<file path="config.mk">
export PLATFORM = sky130hd
export DESIGN_NAME = lattice_neighbor_index_gen_top_flat
export DESIGN_NICKNAME = d
export VERILOG_FILES = /design/src/hw/rtl/lng_pkg.sv /design/src/hw/rtl/lng_if.sv /design/src/hw/rtl/lng_div_stage.sv /design/src/hw/rtl/lng_wrap.sv /design/src/hw/rtl/lng_index.sv /design/src/hw/rtl/lng_serial.sv /design/src/hw/rtl/lattice_neighbor_index_gen_top.sv /design/src/flat_wrapper.sv
export SDC_FILE = /design/constraint.sdc
export NUM_CORES = 2
export LEC_CHECK = 0
export ABC_AREA = 1
export BUFFER_PORTS_ARGS = -buffer_cell sky130_fd_sc_hd__buf_2
export CAP_MARGIN = 20
export CORE_AREA = 2 2 289 362
export CTS_CLUSTER_DIAMETER = 60
export CTS_CLUSTER_SIZE = 24
export DETAILED_ROUTE_END_ITERATION = 12
export DIE_AREA = 0 0 291 364
export PLACE_DENSITY = 0.73
export SYNTH_ARGS = -nofsm -noshare
export SYNTH_HDL_FRONTEND = slang
export SYNTH_SLANG_ARGS = --single-unit
</file>
<file path="constraint.sdc">
create_clock -name clk_i -period 18.52 [get_ports clk_i]
set_input_delay 2.778 -clock clk_i [delete_from_list [all_inputs] [get_ports clk_i]]
set_output_delay 2.778 -clock clk_i [all_outputs]
set_load 0.01 [all_outputs]
</file>
<file path="src/hw/rtl/lng_pkg.sv">
// ----------------------------------------------------------------------------
// lng_pkg
// Shared types, codes and helpers of the lattice neighbor index generator.
// ----------------------------------------------------------------------------
package lng_pkg;

  typedef enum logic [1:0] {
    SHELL_NEAR  = 2'd0,
    SHELL_DIAG  = 2'd1,
    SHELL_DIST2 = 2'd2
  } shell_e;

  typedef enum logic [1:0] {
    CFG_SIZE_X     = 2'd0,
    CFG_SIZE_Y     = 2'd1,
    CFG_PERIODIC_X = 2'd2,
    CFG_PERIODIC_Y = 2'd3
  } cfg_reg_e;

  localparam int unsigned SizeW  = 9;
  localparam int unsigned IndexW = 16;
  localparam int unsigned NumCand = 4;

  // item header that travels through the pipe
  typedef struct packed {
    logic [1:0]        req_type;
    logic [IndexW-1:0] site_index;
    logic              bad;
  } tag_t;

  // per-candidate wrap result
  typedef struct packed {
    logic              ok;
    logic signed [2:0] kx;
    logic signed [2:0] ky;
    logic signed [1:0] cx;
    logic signed [1:0] cy;
  } cand_t;

  typedef struct packed {
    logic              valid_res;
    logic [IndexW-1:0] neighbor_index;
    logic signed [2:0] offset_x;
    logic signed [2:0] offset_y;
    logic signed [1:0] cross_x;
    logic signed [1:0] cross_y;
  } res_t;

  function automatic logic [SizeW-1:0] clamp_size(logic [SizeW-1:0] v,
                                                  logic [SizeW-1:0] max_v);
    logic [SizeW-1:0] r;
    r = v;
    if (v == '0) r = SizeW'(1);
    else if (v > max_v) r = max_v;
    return r;
  endfunction

  function automatic logic signed [2:0] shell_dx(logic [1:0] t, logic [1:0] k);
    logic signed [2:0] r;
    r = 3'sd0;
    case (t)
      SHELL_NEAR: begin
        case (k)
          2'd0: r = -3'sd1;
          2'd2: r = 3'sd1;
          default: r = 3'sd0;
        endcase
      end
      SHELL_DIAG: begin
        case (k)
          2'd0, 2'd3: r = -3'sd1;
          default: r = 3'sd1;
        endcase
      end
      SHELL_DIST2: begin
        case (k)
          2'd0: r = -3'sd2;
          2'd2: r = 3'sd2;
          default: r = 3'sd0;
        endcase
      end
      default: r = 3'sd0;
    endcase
    return r;
  endfunction

  function automatic logic signed [2:0] shell_dy(logic [1:0] t, logic [1:0] k);
    logic signed [2:0] r;
    r = 3'sd0;
    case (t)
      SHELL_NEAR: begin
        case (k)
          2'd1: r = -3'sd1;
          2'd3: r = 3'sd1;
          default: r = 3'sd0;
        endcase
      end
      SHELL_DIAG: begin
        case (k)
          2'd0, 2'd1: r = -3'sd1;
          default: r = 3'sd1;
        endcase
      end
      SHELL_DIST2: begin
        case (k)
          2'd1: r = -3'sd2;
          2'd3: r = 3'sd2;
          default: r = 3'sd0;
        endcase
      end
      default: r = 3'sd0;
    endcase
    return r;
  endfunction

  // k * v modulo 2^16 for k in -2..2
  function automatic logic [IndexW-1:0] scale16(logic signed [2:0] k,
                                                logic [IndexW-1:0] v);
    logic [IndexW-1:0] r;
    case (k)
      3'sd1:   r = v;
      3'sd2:   r = v << 1;
      -3'sd1:  r = -v;
      -3'sd2:  r = -(v << 1);
      default: r = '0;
    endcase
    return r;
  endfunction

endpackage

</file>
<file path="src/hw/rtl/lng_if.sv">
// ----------------------------------------------------------------------------
// lng_if
// Request and result channels of the lattice neighbor index generator.
// ----------------------------------------------------------------------------
interface lng_req_if;
  logic        valid;
  logic        ready;
  logic [1:0]  req_type;
  logic [15:0] site_index;

  modport source (output valid, output req_type, output site_index, input ready);
  modport sink   (input valid, input req_type, input site_index, output ready);
endinterface

interface lng_res_if;
  logic              valid;
  logic              ready;
  logic              valid_res;
  logic [15:0]       neighbor_index;
  logic signed [2:0] offset_x;
  logic signed [2:0] offset_y;
  logic signed [1:0] cross_x;
  logic signed [1:0] cross_y;
  logic              last;

  modport source (output valid, output valid_res, output neighbor_index,
                  output offset_x, output offset_y, output cross_x,
                  output cross_y, output last, input ready);
  modport sink   (input valid, input valid_res, input neighbor_index,
                  input offset_x, input offset_y, input cross_x,
                  input cross_y, input last, output ready);
endinterface

</file>
<file path="src/hw/rtl/lng_div_stage.sv">
// ----------------------------------------------------------------------------
// lng_div_stage
// One restoring division step: decides one quotient bit of site / size_y.
// ----------------------------------------------------------------------------
module lng_div_stage #(
  parameter int unsigned XW  = 8,
  parameter int unsigned BIT = 0
) (
  input  logic               clk_i,
  input  logic               rst_ni,
  input  logic [8:0]         size_y_i,
  input  logic               valid_i,
  output logic               ready_o,
  input  lng_pkg::tag_t      tag_i,
  input  logic [15:0]        rem_i,
  input  logic [XW-1:0]      quo_i,
  output logic               valid_o,
  input  logic               ready_i,
  output lng_pkg::tag_t      tag_o,
  output logic [15:0]        rem_o,
  output logic [XW-1:0]      quo_o
);
  import lng_pkg::*;

  logic          valid_q;
  tag_t          tag_q;
  logic [15:0]   rem_q, rem_d;
  logic [XW-1:0] quo_q, quo_d;
  logic [16:0]   divisor;

  assign divisor = 17'(size_y_i) << BIT;

  always_comb begin
    rem_d = rem_i;
    quo_d = quo_i;
    if ({1'b0, rem_i} >= divisor) begin
      rem_d      = 16'({1'b0, rem_i} - divisor);
      quo_d[BIT] = 1'b1;
    end
  end

  assign ready_o = !valid_q || ready_i;

  always_ff @(posedge clk_i or negedge rst_ni) begin
    if (!rst_ni) begin
      valid_q <= 1'b0;
    end else if (ready_o) begin
      valid_q <= valid_i;
    end
  end

  always_ff @(posedge clk_i) begin
    if (ready_o && valid_i) begin
      tag_q <= tag_i;
      rem_q <= rem_d;
      quo_q <= quo_d;
    end
  end

  assign valid_o = valid_q;
  assign tag_o   = tag_q;
  assign rem_o   = rem_q;
  assign quo_o   = quo_q;

endmodule

</file>
<file path="src/hw/rtl/lng_wrap.sv">
// ----------------------------------------------------------------------------
// lng_wrap
// Applies the four shell offsets to (x, y), wraps or drops each axis and
// derives the boundary crossing signs of the nearest shell.
// ----------------------------------------------------------------------------
module lng_wrap #(
  parameter int unsigned XW = 8
) (
  input  logic                 clk_i,
  input  logic                 rst_ni,
  input  logic [8:0]           size_x_i,
  input  logic [8:0]           size_y_i,
  input  logic                 periodic_x_i,
  input  logic                 periodic_y_i,
  input  logic                 valid_i,
  output logic                 ready_o,
  input  lng_pkg::tag_t        tag_i,
  input  logic [XW-1:0]        x_i,
  input  logic [XW-1:0]        y_i,
  output logic                 valid_o,
  input  logic                 ready_i,
  output lng_pkg::tag_t        tag_o,
  output lng_pkg::cand_t [3:0] cand_o
);
  import lng_pkg::*;

  logic        valid_q;
  tag_t        tag_q;
  cand_t [3:0] cand_q, cand_d;

  // returns {ok, wrap count, wrapped coordinate}
  function automatic logic [XW+3:0] wrap_axis(logic [XW-1:0] c, logic signed [2:0] d,
                                              logic [8:0] s, logic per);
    logic signed [10:0] t, ss, lo1, hi1, n;
    logic               ok;
    logic signed [2:0]  k;
    t   = $signed({{(11-XW){1'b0}}, c}) + $signed({{8{d[2]}}, d});
    ss  = $signed({2'b00, s});
    lo1 = t + ss;
    hi1 = t - ss;
    ok  = 1'b1;
    k   = 3'sd0;
    n   = t;
    if (per) begin
      if (t < 11'sd0) begin
        // size one needs a second wrap for a step of two
        if (lo1 < 11'sd0) begin
          n = lo1 + ss;
          k = 3'sd2;
        end else begin
          n = lo1;
          k = 3'sd1;
        end
      end else if (t >= ss) begin
        if (hi1 >= ss) begin
          n = hi1 - ss;
          k = -3'sd2;
        end else begin
          n = hi1;
          k = -3'sd1;
        end
      end
    end else begin
      ok = (t >= 11'sd0) && (t < ss);
    end
    return {ok, k, n[XW-1:0]};
  endfunction

  function automatic logic signed [1:0] far_sign(logic [XW-1:0] a, logic [XW-1:0] b);
    logic signed [10:0] d;
    logic signed [1:0]  r;
    d = $signed({{(11-XW){1'b0}}, a}) - $signed({{(11-XW){1'b0}}, b});
    r = 2'sd0;
    if (d > 11'sd1) r = 2'sd1;
    else if (d < -11'sd1) r = -2'sd1;
    return r;
  endfunction

  always_comb begin
    logic [XW+3:0] ax, ay;
    for (int k = 0; k < 4; k++) begin
      ax = wrap_axis(x_i, shell_dx(tag_i.req_type, 2'(k)), size_x_i, periodic_x_i);
      ay = wrap_axis(y_i, shell_dy(tag_i.req_type, 2'(k)), size_y_i, periodic_y_i);
      cand_d[k].ok = ax[XW+3] && ay[XW+3];
      cand_d[k].kx = ax[XW+2:XW];
      cand_d[k].ky = ay[XW+2:XW];
      cand_d[k].cx = 2'sd0;
      cand_d[k].cy = 2'sd0;
      if (tag_i.req_type == SHELL_NEAR) begin
        cand_d[k].cx = far_sign(x_i, ax[XW-1:0]);
        cand_d[k].cy = far_sign(y_i, ay[XW-1:0]);
      end
    end
  end

  assign ready_o = !valid_q || ready_i;

  always_ff @(posedge clk_i or negedge rst_ni) begin
    if (!rst_ni) begin
      valid_q <= 1'b0;
    end else if (ready_o) begin
      valid_q <= valid_i;
    end
  end

  always_ff @(posedge clk_i) begin
    if (ready_o && valid_i) begin
      tag_q  <= tag_i;
      cand_q <= cand_d;
    end
  end

  assign valid_o = valid_q;
  assign tag_o   = tag_q;
  assign cand_o  = cand_q;

endmodule

</file>
<file path="src/hw/rtl/lng_index.sv">
// ----------------------------------------------------------------------------
// lng_index
// Recomposes the neighbor index of each candidate from the site index and
// builds the result records and the survivor mask.
// ----------------------------------------------------------------------------
module lng_index (
  input  logic                 clk_i,
  input  logic                 rst_ni,
  input  logic [15:0]          size_y_i,
  input  logic [15:0]          area_i,
  input  logic                 valid_i,
  output logic                 ready_o,
  input  lng_pkg::tag_t        tag_i,
  input  lng_pkg::cand_t [3:0] cand_i,
  output logic                 valid_o,
  input  logic                 ready_i,
  output logic [3:0]           mask_o,
  output lng_pkg::res_t [3:0]  res_o
);
  import lng_pkg::*;

  logic       valid_q;
  logic [3:0] mask_q, mask_d;
  res_t [3:0] res_q, res_d;

  // index = site + (nx - x) * size_y + (ny - y), all modulo 2^16;
  // (nx - x) * size_y = dx * size_y + kx * size_x * size_y
  always_comb begin
    logic signed [2:0] dx, dy;
    for (int k = 0; k < 4; k++) begin
      dx = shell_dx(tag_i.req_type, 2'(k));
      dy = shell_dy(tag_i.req_type, 2'(k));
      mask_d[k]                = cand_i[k].ok;
      res_d[k].valid_res       = 1'b1;
      res_d[k].neighbor_index  = tag_i.site_index + scale16(dx, size_y_i)
                               + scale16(cand_i[k].kx, area_i)
                               + scale16(cand_i[k].ky, size_y_i)
                               + {{13{dy[2]}}, dy};
      res_d[k].offset_x        = dx;
      res_d[k].offset_y        = dy;
      res_d[k].cross_x         = cand_i[k].cx;
      res_d[k].cross_y         = cand_i[k].cy;
    end
    // no survivor or bad request: a single all-zero record
    if (tag_i.bad || (mask_d == 4'b0000)) begin
      mask_d   = 4'b0001;
      res_d[0] = '0;
    end
  end

  assign ready_o = !valid_q || ready_i;

  always_ff @(posedge clk_i or negedge rst_ni) begin
    if (!rst_ni) begin
      valid_q <= 1'b0;
    end else if (ready_o) begin
      valid_q <= valid_i;
    end
  end

  always_ff @(posedge clk_i) begin
    if (ready_o && valid_i) begin
      mask_q <= mask_d;
      res_q  <= res_d;
    end
  end

  assign valid_o = valid_q;
  assign mask_o  = mask_q;
  assign res_o   = res_q;

endmodule

</file>
<file path="src/hw/rtl/lng_serial.sv">
// ----------------------------------------------------------------------------
// lng_serial
// Holds one item's records and hands out the surviving ones in order, one
// result transaction per cycle while res_o.ready is high; marks the final one.
// ----------------------------------------------------------------------------
module lng_serial (
  input  logic                clk_i,
  input  logic                rst_ni,
  input  logic                valid_i,
  output logic                ready_o,
  input  logic [3:0]          mask_i,
  input  lng_pkg::res_t [3:0] res_i,
  lng_res_if.source           res_o
);
  import lng_pkg::*;

  logic       valid_q, valid_d;
  logic [3:0] mask_q, mask_d;
  res_t [3:0] rec_q;
  logic [1:0] sel;
  logic [3:0] sel_hot;
  logic       last;
  logic       take;

  // lowest pending record
  always_comb begin
    sel = 2'd0;
    for (int k = 3; k >= 0; k--) begin
      if (mask_q[k]) sel = 2'(k);
    end
  end

  assign sel_hot = 4'b0001 << sel;
  assign last    = (mask_q & ~sel_hot) == 4'b0000;
  assign take    = valid_q && res_o.ready;
  assign ready_o = !valid_q || (take && last);

  always_comb begin
    valid_d = valid_q;
    mask_d  = mask_q;
    if (ready_o) begin
      valid_d = valid_i;
      mask_d  = mask_i;
    end else if (take) begin
      mask_d = mask_q & ~sel_hot;
    end
  end

  always_ff @(posedge clk_i or negedge rst_ni) begin
    if (!rst_ni) begin
      valid_q <= 1'b0;
      mask_q  <= 4'b0000;
    end else begin
      valid_q <= valid_d;
      mask_q  <= mask_d;
    end
  end

  always_ff @(posedge clk_i) begin
    if (ready_o && valid_i) begin
      rec_q <= res_i;
    end
  end

  assign res_o.valid          = valid_q;
  assign res_o.valid_res      = rec_q[sel].valid_res;
  assign res_o.neighbor_index = rec_q[sel].neighbor_index;
  assign res_o.offset_x       = rec_q[sel].offset_x;
  assign res_o.offset_y       = rec_q[sel].offset_y;
  assign res_o.cross_x        = rec_q[sel].cross_x;
  assign res_o.cross_y        = rec_q[sel].cross_y;
  assign res_o.last           = last;

endmodule

</file>
<file path="src/hw/rtl/lattice_neighbor_index_gen_top.sv">
// ----------------------------------------------------------------------------
// lattice_neighbor_index_gen_top
// Pipeline: a request passes one range-check stage, one division stage per
// quotient bit, a wrap stage, an index stage and an output hold stage.
// Throughput: one request per cycle while the output stage accepts; a
// request with n surviving neighbors (1 to 4) holds the output stage until
// its last result is taken, one result per cycle while res_o.ready is high.
// Reset clears all valid bits; sizes reset to 1 and both axes to periodic.
// ----------------------------------------------------------------------------
module lattice_neighbor_index_gen_top #(
  parameter int unsigned MAX_SIDE = 256
) (
  input  logic       clk_i,
  input  logic       rst_ni,
  input  logic       cfg_we_i,
  input  logic [1:0] cfg_idx_i,
  input  logic [8:0] cfg_data_i,
  lng_req_if.sink    req_i,
  lng_res_if.source  res_o
);
  import lng_pkg::*;

  localparam int unsigned XW = (MAX_SIDE > 1) ? $clog2(MAX_SIDE) : 1;

  logic [8:0]  size_x_q, size_y_q;
  logic        periodic_x_q, periodic_y_q;
  logic [8:0]  sx, sy;
  logic [17:0] area;

  always_ff @(posedge clk_i or negedge rst_ni) begin
    if (!rst_ni) begin
      size_x_q     <= 9'd1;
      size_y_q     <= 9'd1;
      periodic_x_q <= 1'b1;
      periodic_y_q <= 1'b1;
    end else if (cfg_we_i) begin
      unique case (cfg_idx_i)
        CFG_SIZE_X:     size_x_q     <= cfg_data_i;
        CFG_SIZE_Y:     size_y_q     <= cfg_data_i;
        CFG_PERIODIC_X: periodic_x_q <= cfg_data_i[0];
        CFG_PERIODIC_Y: periodic_y_q <= cfg_data_i[0];
        default: ;
      endcase
    end
  end

  assign sx   = clamp_size(size_x_q, 9'(MAX_SIDE));
  assign sy   = clamp_size(size_y_q, 9'(MAX_SIDE));
  assign area = sx * sy;

  // range check stage
  logic a_valid_q;
  tag_t a_tag_q, a_tag_d;

  logic                div_valid [XW+1];
  logic                div_ready [XW+1];
  tag_t                div_tag   [XW+1];
  logic [15:0]         div_rem   [XW+1];
  logic [XW-1:0]       div_quo   [XW+1];

  always_comb begin
    a_tag_d.req_type   = req_i.req_type;
    a_tag_d.site_index = req_i.site_index;
    a_tag_d.bad        = (req_i.req_type > SHELL_DIST2)
                      || ({2'b00, req_i.site_index} >= area);
  end

  assign req_i.ready = !a_valid_q || div_ready[0];

  always_ff @(posedge clk_i or negedge rst_ni) begin
    if (!rst_ni) begin
      a_valid_q <= 1'b0;
    end else if (req_i.ready) begin
      a_valid_q <= req_i.valid;
    end
  end

  always_ff @(posedge clk_i) begin
    if (req_i.ready && req_i.valid) begin
      a_tag_q <= a_tag_d;
    end
  end

  assign div_valid[0] = a_valid_q;
  assign div_tag[0]   = a_tag_q;
  assign div_rem[0]   = a_tag_q.site_index;
  assign div_quo[0]   = '0;

  for (genvar s = 0; s < XW; s++) begin : g_div
    lng_div_stage #(
      .XW  (XW),
      .BIT (XW - 1 - s)
    ) u_div (
      .clk_i    (clk_i),
      .rst_ni   (rst_ni),
      .size_y_i (sy),
      .valid_i  (div_valid[s]),
      .ready_o  (div_ready[s]),
      .tag_i    (div_tag[s]),
      .rem_i    (div_rem[s]),
      .quo_i    (div_quo[s]),
      .valid_o  (div_valid[s+1]),
      .ready_i  (div_ready[s+1]),
      .tag_o    (div_tag[s+1]),
      .rem_o    (div_rem[s+1]),
      .quo_o    (div_quo[s+1])
    );
  end

  logic        w_valid, w_ready;
  tag_t        w_tag;
  cand_t [3:0] w_cand;

  lng_wrap #(
    .XW (XW)
  ) u_wrap (
    .clk_i        (clk_i),
    .rst_ni       (rst_ni),
    .size_x_i     (sx),
    .size_y_i     (sy),
    .periodic_x_i (periodic_x_q),
    .periodic_y_i (periodic_y_q),
    .valid_i      (div_valid[XW]),
    .ready_o      (div_ready[XW]),
    .tag_i        (div_tag[XW]),
    .x_i          (div_quo[XW]),
    .y_i          (div_rem[XW][XW-1:0]),
    .valid_o      (w_valid),
    .ready_i      (w_ready),
    .tag_o        (w_tag),
    .cand_o       (w_cand)
  );

  logic       x_valid, x_ready;
  logic [3:0] x_mask;
  res_t [3:0] x_res;

  lng_index u_index (
    .clk_i    (clk_i),
    .rst_ni   (rst_ni),
    .size_y_i (16'(sy)),
    .area_i   (area[15:0]),
    .valid_i  (w_valid),
    .ready_o  (w_ready),
    .tag_i    (w_tag),
    .cand_i   (w_cand),
    .valid_o  (x_valid),
    .ready_i  (x_ready),
    .mask_o   (x_mask),
    .res_o    (x_res)
  );

  lng_serial u_serial (
    .clk_i   (clk_i),
    .rst_ni  (rst_ni),
    .valid_i (x_valid),
    .ready_o (x_ready),
    .mask_i  (x_mask),
    .res_i   (x_res),
    .res_o   (res_o)
  );

endmodule

</file>
<file path="src/flat_wrapper.sv">
// flat-port wrapper written by rule: the top's interface ports become plain ports
module lattice_neighbor_index_gen_top_flat import lng_pkg::*;
#(
  parameter int unsigned MAX_SIDE = 256
)
  (clk_i, rst_ni, cfg_we_i, cfg_idx_i, cfg_data_i, req_i_valid, req_i_req_type, req_i_site_index, req_i_ready, res_o_valid, res_o_valid_res, res_o_neighbor_index, res_o_offset_x, res_o_offset_y, res_o_cross_x, res_o_cross_y, res_o_last, res_o_ready);
  lng_req_if req_i_i ();
  lng_res_if res_o_i ();
  input  logic clk_i;
  input  logic rst_ni;
  input  logic cfg_we_i;
  input  logic [1:0] cfg_idx_i;
  input  logic [8:0] cfg_data_i;
  input wire logic [$bits(req_i_i.valid)-1:0] req_i_valid;
  input wire logic [$bits(req_i_i.req_type)-1:0] req_i_req_type;
  input wire logic [$bits(req_i_i.site_index)-1:0] req_i_site_index;
  output wire logic [$bits(req_i_i.ready)-1:0] req_i_ready;
  output wire logic [$bits(res_o_i.valid)-1:0] res_o_valid;
  output wire logic [$bits(res_o_i.valid_res)-1:0] res_o_valid_res;
  output wire logic [$bits(res_o_i.neighbor_index)-1:0] res_o_neighbor_index;
  output wire logic [$bits(res_o_i.offset_x)-1:0] res_o_offset_x;
  output wire logic [$bits(res_o_i.offset_y)-1:0] res_o_offset_y;
  output wire logic [$bits(res_o_i.cross_x)-1:0] res_o_cross_x;
  output wire logic [$bits(res_o_i.cross_y)-1:0] res_o_cross_y;
  output wire logic [$bits(res_o_i.last)-1:0] res_o_last;
  input wire logic [$bits(res_o_i.ready)-1:0] res_o_ready;
  assign req_i_i.valid = req_i_valid;
  assign req_i_i.req_type = req_i_req_type;
  assign req_i_i.site_index = req_i_site_index;
  assign req_i_ready = req_i_i.ready;
  assign res_o_valid = res_o_i.valid;
  assign res_o_valid_res = res_o_i.valid_res;
  assign res_o_neighbor_index = res_o_i.neighbor_index;
  assign res_o_offset_x = res_o_i.offset_x;
  assign res_o_offset_y = res_o_i.offset_y;
  assign res_o_cross_x = res_o_i.cross_x;
  assign res_o_cross_y = res_o_i.cross_y;
  assign res_o_last = res_o_i.last;
  assign res_o_i.ready = res_o_ready;
  lattice_neighbor_index_gen_top #(.MAX_SIDE(MAX_SIDE)) u_core (.clk_i(clk_i), .rst_ni(rst_ni), .cfg_we_i(cfg_we_i), .cfg_idx_i(cfg_idx_i), .cfg_data_i(cfg_data_i), .req_i(req_i_i), .res_o(res_o_i));
endmodule
</file>
After elaboration in Yosys (flattened, before gate mapping)
Index checks and enable logic that the tools add are counted.
{ "word_totals": {"regBits": 628, "inputBits": 34, "out_inout_bits": 30, "word_cells": 562} }
{ "op_classes": {"addsub": 76, "n_mul": 1, "n_lt_le_gt_ge": 77, "n_eq_ne": 55, "shift": 1, "n_mux": 138, "bitwise_logic": 3, "n_reduce_logical": 74} }
{ "op_table": {"columns": ["cell", "count"], "rows": [
  ["$pmux 16 s4", 12],
  ["$mux 8", 41],
  ["$add 16x16->16", 16],
  ["$mux 16", 7],
  ["$lt 9x1->1 const B", 12],
  ["$ge 10x10->1", 8],
  ["$lt 10x1->1 const B", 8],
  ["$eq 3x3->1 const B", 24],
  ["$gt 9x2->1 const B", 8],
  ["$sub 8x8->8", 9],
  ["$sub 8x8->9", 8],
  ["$add 8x8->8", 8],
  ["$bmux 27 s2", 1],
  ["$mux 27", 2],
  ["$mux 3", 18],
  ["$add 10x10->11", 4],
  ["$ge 11x10->1", 4],
  ["$lt 11x1->1 const B", 4],
  ["$sub 10x10->11", 4],
  ["$add 9x3->10", 4],
  ["$add 9x9->10", 4],
  ["$ge 10x1->1 const B", 4],
  ["$lt 10x10->1", 4],
  ["$mux 2", 20],
  ["other kinds (51)", 191]
]} }

Longest topological paths before layout
{ "depth": {"ltp_word": 22, "ltp_mapped": 45, "mapped_depth_nobuf": 45} }

Hierarchy
From an unflattened synthesis, not the netlist that was laid out.
{ "unflattened": {"hier_cells": 7295, "hier_area_um2": 58702.6} }
{ "modules_own_cells": {"columns": ["module", "instances", "cells_per_inst", "area_per_inst_um2", "seq_area_each_um2"], "rows": [
  ["lng_wrap", 1, 2926, 18448.9, 1796.7],
  ["lng_index", 1, 1661, 13317.8, 2787.7],
  ["lattice_neighbor_index_gen_top", 1, 573, 4668.2, 1101.1],
  ["lng_serial", 1, 333, 4438.0, 3368.2],
  ["lng_div_stage at u_core.g_div[6].u_div", 1, 251, 2392.3, 1316.3],
  ["lng_div_stage at u_core.g_div[4].u_div", 1, 241, 2293.4, 1316.3],
  ["lng_div_stage at u_core.g_div[5].u_div", 1, 236, 2263.4, 1316.3],
  ["lng_div_stage at u_core.g_div[3].u_div", 1, 230, 2230.9, 1316.3],
  ["lng_div_stage at u_core.g_div[7].u_div", 1, 229, 2230.9, 1316.3],
  ["lng_div_stage at u_core.g_div[2].u_div", 1, 219, 2157.1, 1316.3],
  ["lng_div_stage at u_core.g_div[0].u_div", 1, 194, 2148.3, 1316.3],
  ["lng_div_stage at u_core.g_div[1].u_div", 1, 202, 2113.3, 1316.3]
]} }

Worst setup path after synthesis
OpenSTA, ideal clock, no wires.
{ "synth_timing": {"path_type": "reg2reg", "start": "reg u_core.size_y_q[5]", "end": "reg u_core.u_index.res_q (netlist bit u_core.u_index.res_o[23]), data pin", "setup_time_ns": 0.260, "arrival_ns": 9.510, "required_time_ns": 18.260, "slack_ns": 8.750, "path_stages_with_launch": 41, "n_path_buf": 1, "period_less_slack_ns": 9.770, "cell_sequence": "dfrtp_1 > nor2_1 > nand3_1 > o21ai_1 > nand2_1 > inv_2 > clkbuf_1 > nand2_1 > fa_1 > inv_1 > fa_1 > inv_1 > fa_1 > fa_1 > inv_1 > ha_1 > nand2_1 > nand2_1 > [... 5 more ...] > inv_1 > nor2_1 > xor2_2 > a221oi_1 > fa_1 > inv_1 > fa_1 > inv_1 > fa_1 > inv_1 > ha_1 > nand2_1 > nor2_1 > a211oi_1 > o311ai_0 > a31o_2 > o21ai_0 > a21oi_1"} }
{ "synth_via": {"elab_chain_len": 9, "word_cells_on_any_way": 16, "cone_classes": "8 x add/sub; 1 x mul; 1 x order compare; 5 x mux; 1 x reduce/logical"} }
{ "synth_lines": {"columns": ["item", "line_no", "rtl"], "rows": [
  ["start: declaration", "lattice_neighbor_index_gen_top.sv:25", "logic [8:0] size_x_q, size_y_q;"],
  ["start signal: assignment", "lattice_neighbor_index_gen_top.sv:39", "CFG_SIZE_Y: size_y_q <= cfg_data_i;"],
  ["$gt 9x9->1", "lng_pkg.sv:54", "else if (v > max_v) r = max_v;"],
  ["$mux 9", "lng_pkg.sv:54", null],
  ["$mux 9 *", "lng_pkg.sv:53", "if (v == '0) r = SizeW'(1);"],
  ["$mul 9x9->18 (tied with other cells)", "lattice_neighbor_index_gen_top.sv:49", "assign area = sx * sy;"],
  ["$neg 16->16 (tied with other cells)", "lng_pkg.sv:123", "-3'sd1: r = -v;"],
  ["$pmux 16 s4 / $add 16x16->16 (equally long branches)", "lng_pkg.sv:120, lng_index.sv:35", null],
  ["$add 16x16->16", "lng_index.sv:36", "+ scale16(cand_i[k].kx, area_i)"],
  ["$add 16x16->16 *", "lng_index.sv:37", "+ scale16(cand_i[k].ky, size_y_i)"],
  ["$add 16x16->16 *", "lng_index.sv:38", "+ {{13{dy[2]}}, dy};"],
  ["end signal: assignment", "lng_index.sv:64", "res_q <= res_d;"],
  ["end: declaration", "lng_index.sv:24", "res_t [3:0] res_q, res_d;"]
]} }
Mark *: on every way between the ends. The rest lies on a longest branch, timed or not.
A chain may end at the register's enable or synchronous reset.

Final worst setup path
{ "layout_timing": {"start": "reg u_core.size_x_q[8]", "end": "reg u_core.u_index.res_q (netlist bit u_core.u_index.res_o[23]), data pin"} }
{ "layout_via": {"elab_chain_len": 9, "word_cells_on_any_way": 11, "cone_classes": "5 x add/sub; 1 x mul; 1 x order compare; 3 x mux; 1 x reduce/logical"} }
{ "layout_lines": {"columns": ["item", "line_no", "rtl"], "rows": [
  ["start: declaration", "lattice_neighbor_index_gen_top.sv:25", null],
  ["start signal: assignment", "lattice_neighbor_index_gen_top.sv:38", "CFG_SIZE_X: size_x_q <= cfg_data_i;"],
  ["$gt 9x9->1", "lng_pkg.sv:54", null],
  ["$mux 9", "lng_pkg.sv:54", null],
  ["$mux 9 *", "lng_pkg.sv:53", null],
  ["$mul 9x9->18 *", "lattice_neighbor_index_gen_top.sv:49", null],
  ["$neg 16->16 (on tied branches)", "lng_pkg.sv:123, lng_pkg.sv:124", null],
  ["$pmux 16 s4 *", "lng_pkg.sv:120", "case (k)"],
  ["$add 16x16->16 *", "lng_index.sv:36", null],
  ["$add 16x16->16 *", "lng_index.sv:37", null],
  ["$add 16x16->16 *", "lng_index.sv:38", null]
]} }
Marks and branches as above.

==> impl_results.html <==
<table>
<tr><th>Metric</th><th>Value</th></tr>
<tr><th colspan="2">Detailed routing</th></tr>
<tr><td>Total DRC errors in the routed layout</td><td>0</td></tr>
<tr><td>DR vias</td><td>41800</td></tr>
<tr><td>Number of vias per cell</td><td>5.70</td></tr>
<tr><td>DR iter-0 viols</td><td>about 3200</td></tr>
<tr><td>Antenna violation net count after detailed routing</td><td>0</td></tr>
<tr><td>Drt total wl</td><td>roughly 150000 um</td></tr>
<tr><td>Number of search-and-repair iterations in the first detailed-routing pass</td><td>10</td></tr>
<tr><td>Avg WL per Cell</td><td>just over 20 um</td></tr>
<tr><th colspan="2">Floorplan</th></tr>
<tr><td>Height of the die</td><td>364 um</td></tr>
<tr><td>Total core area</td><td>0.103 mm2</td></tr>
<tr><td>Standard-cell row count</td><td>132</td></tr>
<tr><td>Ports placed on the boundary</td><td>between 60 and 70</td></tr>
<tr><td>Effective utilization at floorplan</td><td>0.494</td></tr>
<tr><td>Die extent in x</td><td>291 um</td></tr>
<tr><td>DIE AREA</td><td>0.106 mm2</td></tr>
<tr><th colspan="2">Finish</th></tr>
<tr><td>Post-layout net count</td><td>about 6700</td></tr>
<tr><td>Layout cells sized above 1</td><td>0.0615</td></tr>
<tr><td>Fillers</td><td>9407</td></tr>
<tr><td>Area added between synthesis and finish</td><td>6.82%</td></tr>
<tr><th colspan="2">Synthesis</th></tr>
<tr><td>Number of enable-type register cells in the synthesized netlist</td><td>about 540</td></tr>
<tr><td>Unique masters post-synth</td><td>between 80 and 90</td></tr>
<tr><td>Seq cells post-synth</td><td>around 570</td></tr>
<tr><td>Part of the Yosys area used for sequential elements</td><td>0.336</td></tr>
<tr><td>Most frequently used flop master after synthesis</td><td>sky130_fd_sc_hd__edfxtp_1</td></tr>
<tr><td>Share of flip-flops with an asynchronous set or reset</td><td>0.0627</td></tr>
<tr><td>Post-synthesis net count</td><td>6663</td></tr>
<tr><td>Syn Std Cell Area</td><td>0.0508 mm2</td></tr>
<tr><td>Warnings from Yosys</td><td>0</td></tr>
<tr><td>Instance count of the mapped netlist</td><td>roughly 6000</td></tr>
<tr><td>Average cell area after synthesis</td><td>8.61 um2</td></tr>
<tr><th colspan="2">Worst hold path</th></tr>
<tr><td>Class of the worst hold path</td><td>reg2reg</td></tr>
<tr><th colspan="2">Setup path</th></tr>
<tr><td>Critical path type</td><td>reg2reg</td></tr>
<tr><td>Largest driver fanout on the critical path</td><td>20</td></tr>
<tr><td>Cell with the largest stage delay on the worst path</td><td>sky130_fd_sc_hd__inv_1</td></tr>
<tr><td>Endpoint class of the critical path</td><td>register</td></tr>
<tr><td>Data required time at the worst endpoint</td><td>18.92 ns</td></tr>
<tr><td>Library cell appearing most often on the critical path</td><td>sky130_fd_sc_hd__inv_1</td></tr>
<tr><td>Largest incremental delay on the critical path</td><td>0.66 ns</td></tr>
<tr><td>Startpoint type of the worst setup path</td><td>register</td></tr>
<tr><td>Arrival time reported for the critical path endpoint</td><td>between 10 and 15 ns</td></tr>
<tr><th colspan="2">Clock tree</th></tr>
<tr><td>Master cell of the clock root buffer</td><td>sky130_fd_sc_hd__clkbuf_16</td></tr>
<tr><td>Maximum clock path buffer count</td><td>3</td></tr>
<tr><td>Clock network latency to the later pin of the worst-skew pair</td><td>~0.64 ns</td></tr>
<tr><td>Number of buffers added for setup after CTS</td><td>0</td></tr>
<tr><td>TritonCTS buffer count</td><td>40</td></tr>
<tr><td>Clock sinks</td><td>between 500 and 600</td></tr>
<tr><td>Number of instances resized during post-cts repair</td><td>0</td></tr>
<tr><td>Number of H-tree levels</td><td>2</td></tr>
<tr><td>Clock slew at reported path FFs</td><td>around 0.10 ns</td></tr>
<tr><td>Clock tree from TritonCTS</td><td>built</td></tr>
<tr><td>Number of buffers inserted by hold repair at cts</td><td>0</td></tr>
<tr><th colspan="2">Timing</th></tr>
<tr><td>Fin crit share</td><td>0.544</td></tr>
<tr><td>Post-Route Skew</td><td>a little under 0.05 ns</td></tr>
<tr><td>Slew margin rel.</td><td>0.225</td></tr>
<tr><td>Setup repair after global routing missed its margin</td><td>no</td></tr>
<tr><td>Final hold vios</td><td>0</td></tr>
<tr><td>Peak Freq</td><td>about 99 MHz</td></tr>
<tr><td>Slew Limit Fails</td><td>0</td></tr>
<tr><td>Final count of negative-setup-slack endpoints</td><td>0</td></tr>
<tr><td>Post-layout min period</td><td>a little over 10 ns</td></tr>
<tr><td>Total negative slack for setup checks</td><td>0 ns</td></tr>
<tr><td>Least-Margin Pin Slew</td><td>roughly 1.2 ns</td></tr>
<tr><th colspan="2">Global routing</th></tr>
<tr><td>Overflow left after global routing</td><td>0</td></tr>
<tr><td>Via count of the first global-routing pass</td><td>around 41000</td></tr>
<tr><td>Antenna violations before repair</td><td>4</td></tr>
<tr><td>Global router's overall resource usage</td><td>0.285</td></tr>
<tr><td>First-pass GRT wire length</td><td>233000 um</td></tr>
<tr><td>Pin count of the biggest net entering global routing</td><td>71</td></tr>
<tr><th colspan="2">Status</th></tr>
<tr><td>Run status</td><td>finished, final reports clean</td></tr>
<tr><th colspan="2">Place</th></tr>
<tr><td>Final weighted congestion of routability-driven global placement</td><td>around 1</td></tr>
<tr><td>Detailed Place HPWL</td><td>roughly 120000 um</td></tr>
<tr><td>Port Buffer Count</td><td>63</td></tr>
<tr><th colspan="2">Flow run</th></tr>
<tr><td>Maximum capacitance violations</td><td>0</td></tr>
</table>
==> cell type report <==
class / instances / area (um2) / area share
multi-input combinational: 4265 / 29700 / 0.548
sequential: 574 / 17100 / 0.314
inverter: 957 / 3590 / 0.0662
tap: 1340 / 1680 / 0.0309
clock buffer: 50 / 1070 / 0.0197
timing repair buffer: 114 / 731 / 0.0135
clock inverter: 24 / 402 / 0.00740
antenna: 1 / 2.50 / 0.0000461
==> cell usage after synthesis, drive strengths merged, types with 43 or more instances <==
cell    instances  area [um2]
o211ai         51         393
a21oi         447        2290
clkbuf         65         248
inv           950        3570
nor3           54         285
nand2        1092        4230
xnor2         110         963
o22ai          52         325
edfxtp        538       16200
nor2          440        1720
o21ai         327        1660
nand4          79         547
nand3         311        1600
xor2          239        2180
fa            232        4640
o221ai         43         383
ha            500        6260
==> kinds of logic (layout without fill, tap and decap cells) <==
logic type               count (synthesis)  after routing  share of synthesized area
adder cells (fa/ha/maj)                732            732                      0.215
XOR/XNOR                               350            350                     0.0624
other                                    0              1                          0
AO/OA/AOI/OAI                         1118           1118                      0.130
AND/OR/NAND/NOR                       2063           2063                      0.176
flip-flops                             574            574                      0.336
multiplexers                             2              2                   0.000419
buffers and inverters                 1058           1145                     0.0800
==> final timing paths <==
check	to	cells after the start	startpoint	slack, ns
hold reg to reg	u_core.u_wrap.tag_o[3]$_DFFE_PP_	0	u_core.g_div[7].u_div.tag_o[3]$_DFFE_PP_	0.40
setup / recovery	u_core.u_index.res_o[23]$_SDFFCE_PN0P_	37	u_core.size_x_q[8]$_DFFE_PN0P_	8.44
max in group asynchronous	u_core.g_div[7].u_div.valid_o$_DFFE_PN0P_	2	rst_ni	15.83
setup reg to reg	u_core.u_index.res_o[23]$_SDFFCE_PN0P_	37	u_core.size_x_q[8]$_DFFE_PN0P_	8.44
min in group asynchronous	u_core.size_x_q[6]$_DFFE_PN0P_	1	rst_ni	2.12
hold / removal	u_core.u_wrap.tag_o[3]$_DFFE_PP_	0	u_core.g_div[7].u_div.tag_o[3]$_DFFE_PP_	0.40
==> state kept, by name, summed over array words and instances (netlist names), 8 cells and up <==
signal / count
u_core.g_div.u_div.tag_o: 152
u_core.a_tag_q: 19
u_core.g_div.u_div.valid_o: 8
u_core.g_div.u_div.rem_o: 92
u_core.u_wrap.cand_o: 40
u_core.size_y_q: 9
u_core.u_wrap.tag_o: 19
u_core.size_x_q: 9
u_core.g_div.u_div.quo_o: 36
u_core.u_index.res_o: 88
u_core.u_serial.rec_q: 88
==> stage by stage <==
stage | setup WS (ns) | cell area [um2] | hold slack (ns) | utilization | cells
2_1_floorplan | 8.75 | 50800 | 0.400 | - | 5897
4_1_cts | 8.54 | 54200 | 0.408 | 0.527 | 7321
5_1_grt | 8.00 | 54200 | 0.407 | 0.527 | 7324
3_5_place_dp | 8.55 | 52700 | 0.405 | 0.512 | 7247
6_report | 8.44 | 54300 | 0.401 | 0.527 | 7325
3_3_place_gp | 8.59 | 52700 | 0.400 | 0.512 | 7247
==> layout by cell type (no fill, tap or decap), types with 20 or more instances in the layout <==
master / netlist / final
sky130_fd_sc_hd__o21ai_1: 41 / 41
sky130_fd_sc_hd__o21ai_0: 281 / 281
sky130_fd_sc_hd__inv_1: 916 / 914
sky130_fd_sc_hd__o22ai_1: 52 / 52
sky130_fd_sc_hd__inv_2: 34 / 35
sky130_fd_sc_hd__a31oi_1: 20 / 20
sky130_fd_sc_hd__xor2_1: 232 / 232
sky130_fd_sc_hd__nand3_1: 302 / 302
sky130_fd_sc_hd__clkbuf_16: 0 / 41
sky130_fd_sc_hd__nor3_1: 51 / 50
sky130_fd_sc_hd__nand2_1: 1057 / 1055
sky130_fd_sc_hd__nor4_1: 23 / 23
sky130_fd_sc_hd__or2_2: 34 / 34
sky130_fd_sc_hd__o21bai_1: 31 / 31
sky130_fd_sc_hd__dfrtp_1: 32 / 32
sky130_fd_sc_hd__nand2_2: 27 / 29
sky130_fd_sc_hd__xnor2_1: 110 / 110
sky130_fd_sc_hd__nor2_1: 426 / 418
sky130_fd_sc_hd__a21o_1: 22 / 22
sky130_fd_sc_hd__a22oi_1: 28 / 28
sky130_fd_sc_hd__ha_1: 500 / 500
sky130_fd_sc_hd__buf_4: 10 / 49
sky130_fd_sc_hd__o221ai_1: 42 / 42
sky130_fd_sc_hd__nand4_1: 72 / 72
sky130_fd_sc_hd__edfxtp_1: 538 / 538
sky130_fd_sc_hd__fa_1: 232 / 232
sky130_fd_sc_hd__a21oi_1: 441 / 441
sky130_fd_sc_hd__o211ai_1: 49 / 49
sky130_fd_sc_hd__buf_2: 22 / 63
==> worst max-delay path, delay by kind of cell (launching register included) <==
kind            cells  cell delay (ns)
flops               1             0.51
fa+ha+maj           9             4.35
buf+inv            11             1.79
compound gates      6             1.24
xor+xnor            1             0.33
simple gates       10             1.59
==> metal layers <==
layer | up-vias | track usage | part of all wire
li1 | 20000 | - | -
met1 | 19800 | 0.342 | 0.39
met2 | 1507 | 0.499 | 0.48
met3 | 395 | 0.0446 | 0.070
met4 | 2 | 0.134 | 0.054
met5 | - | 0 | 0.000072
Power is left out: the tool's default activity adds up to more than one toggle a clock period on the data nets, which glitch-free logic cannot reach.
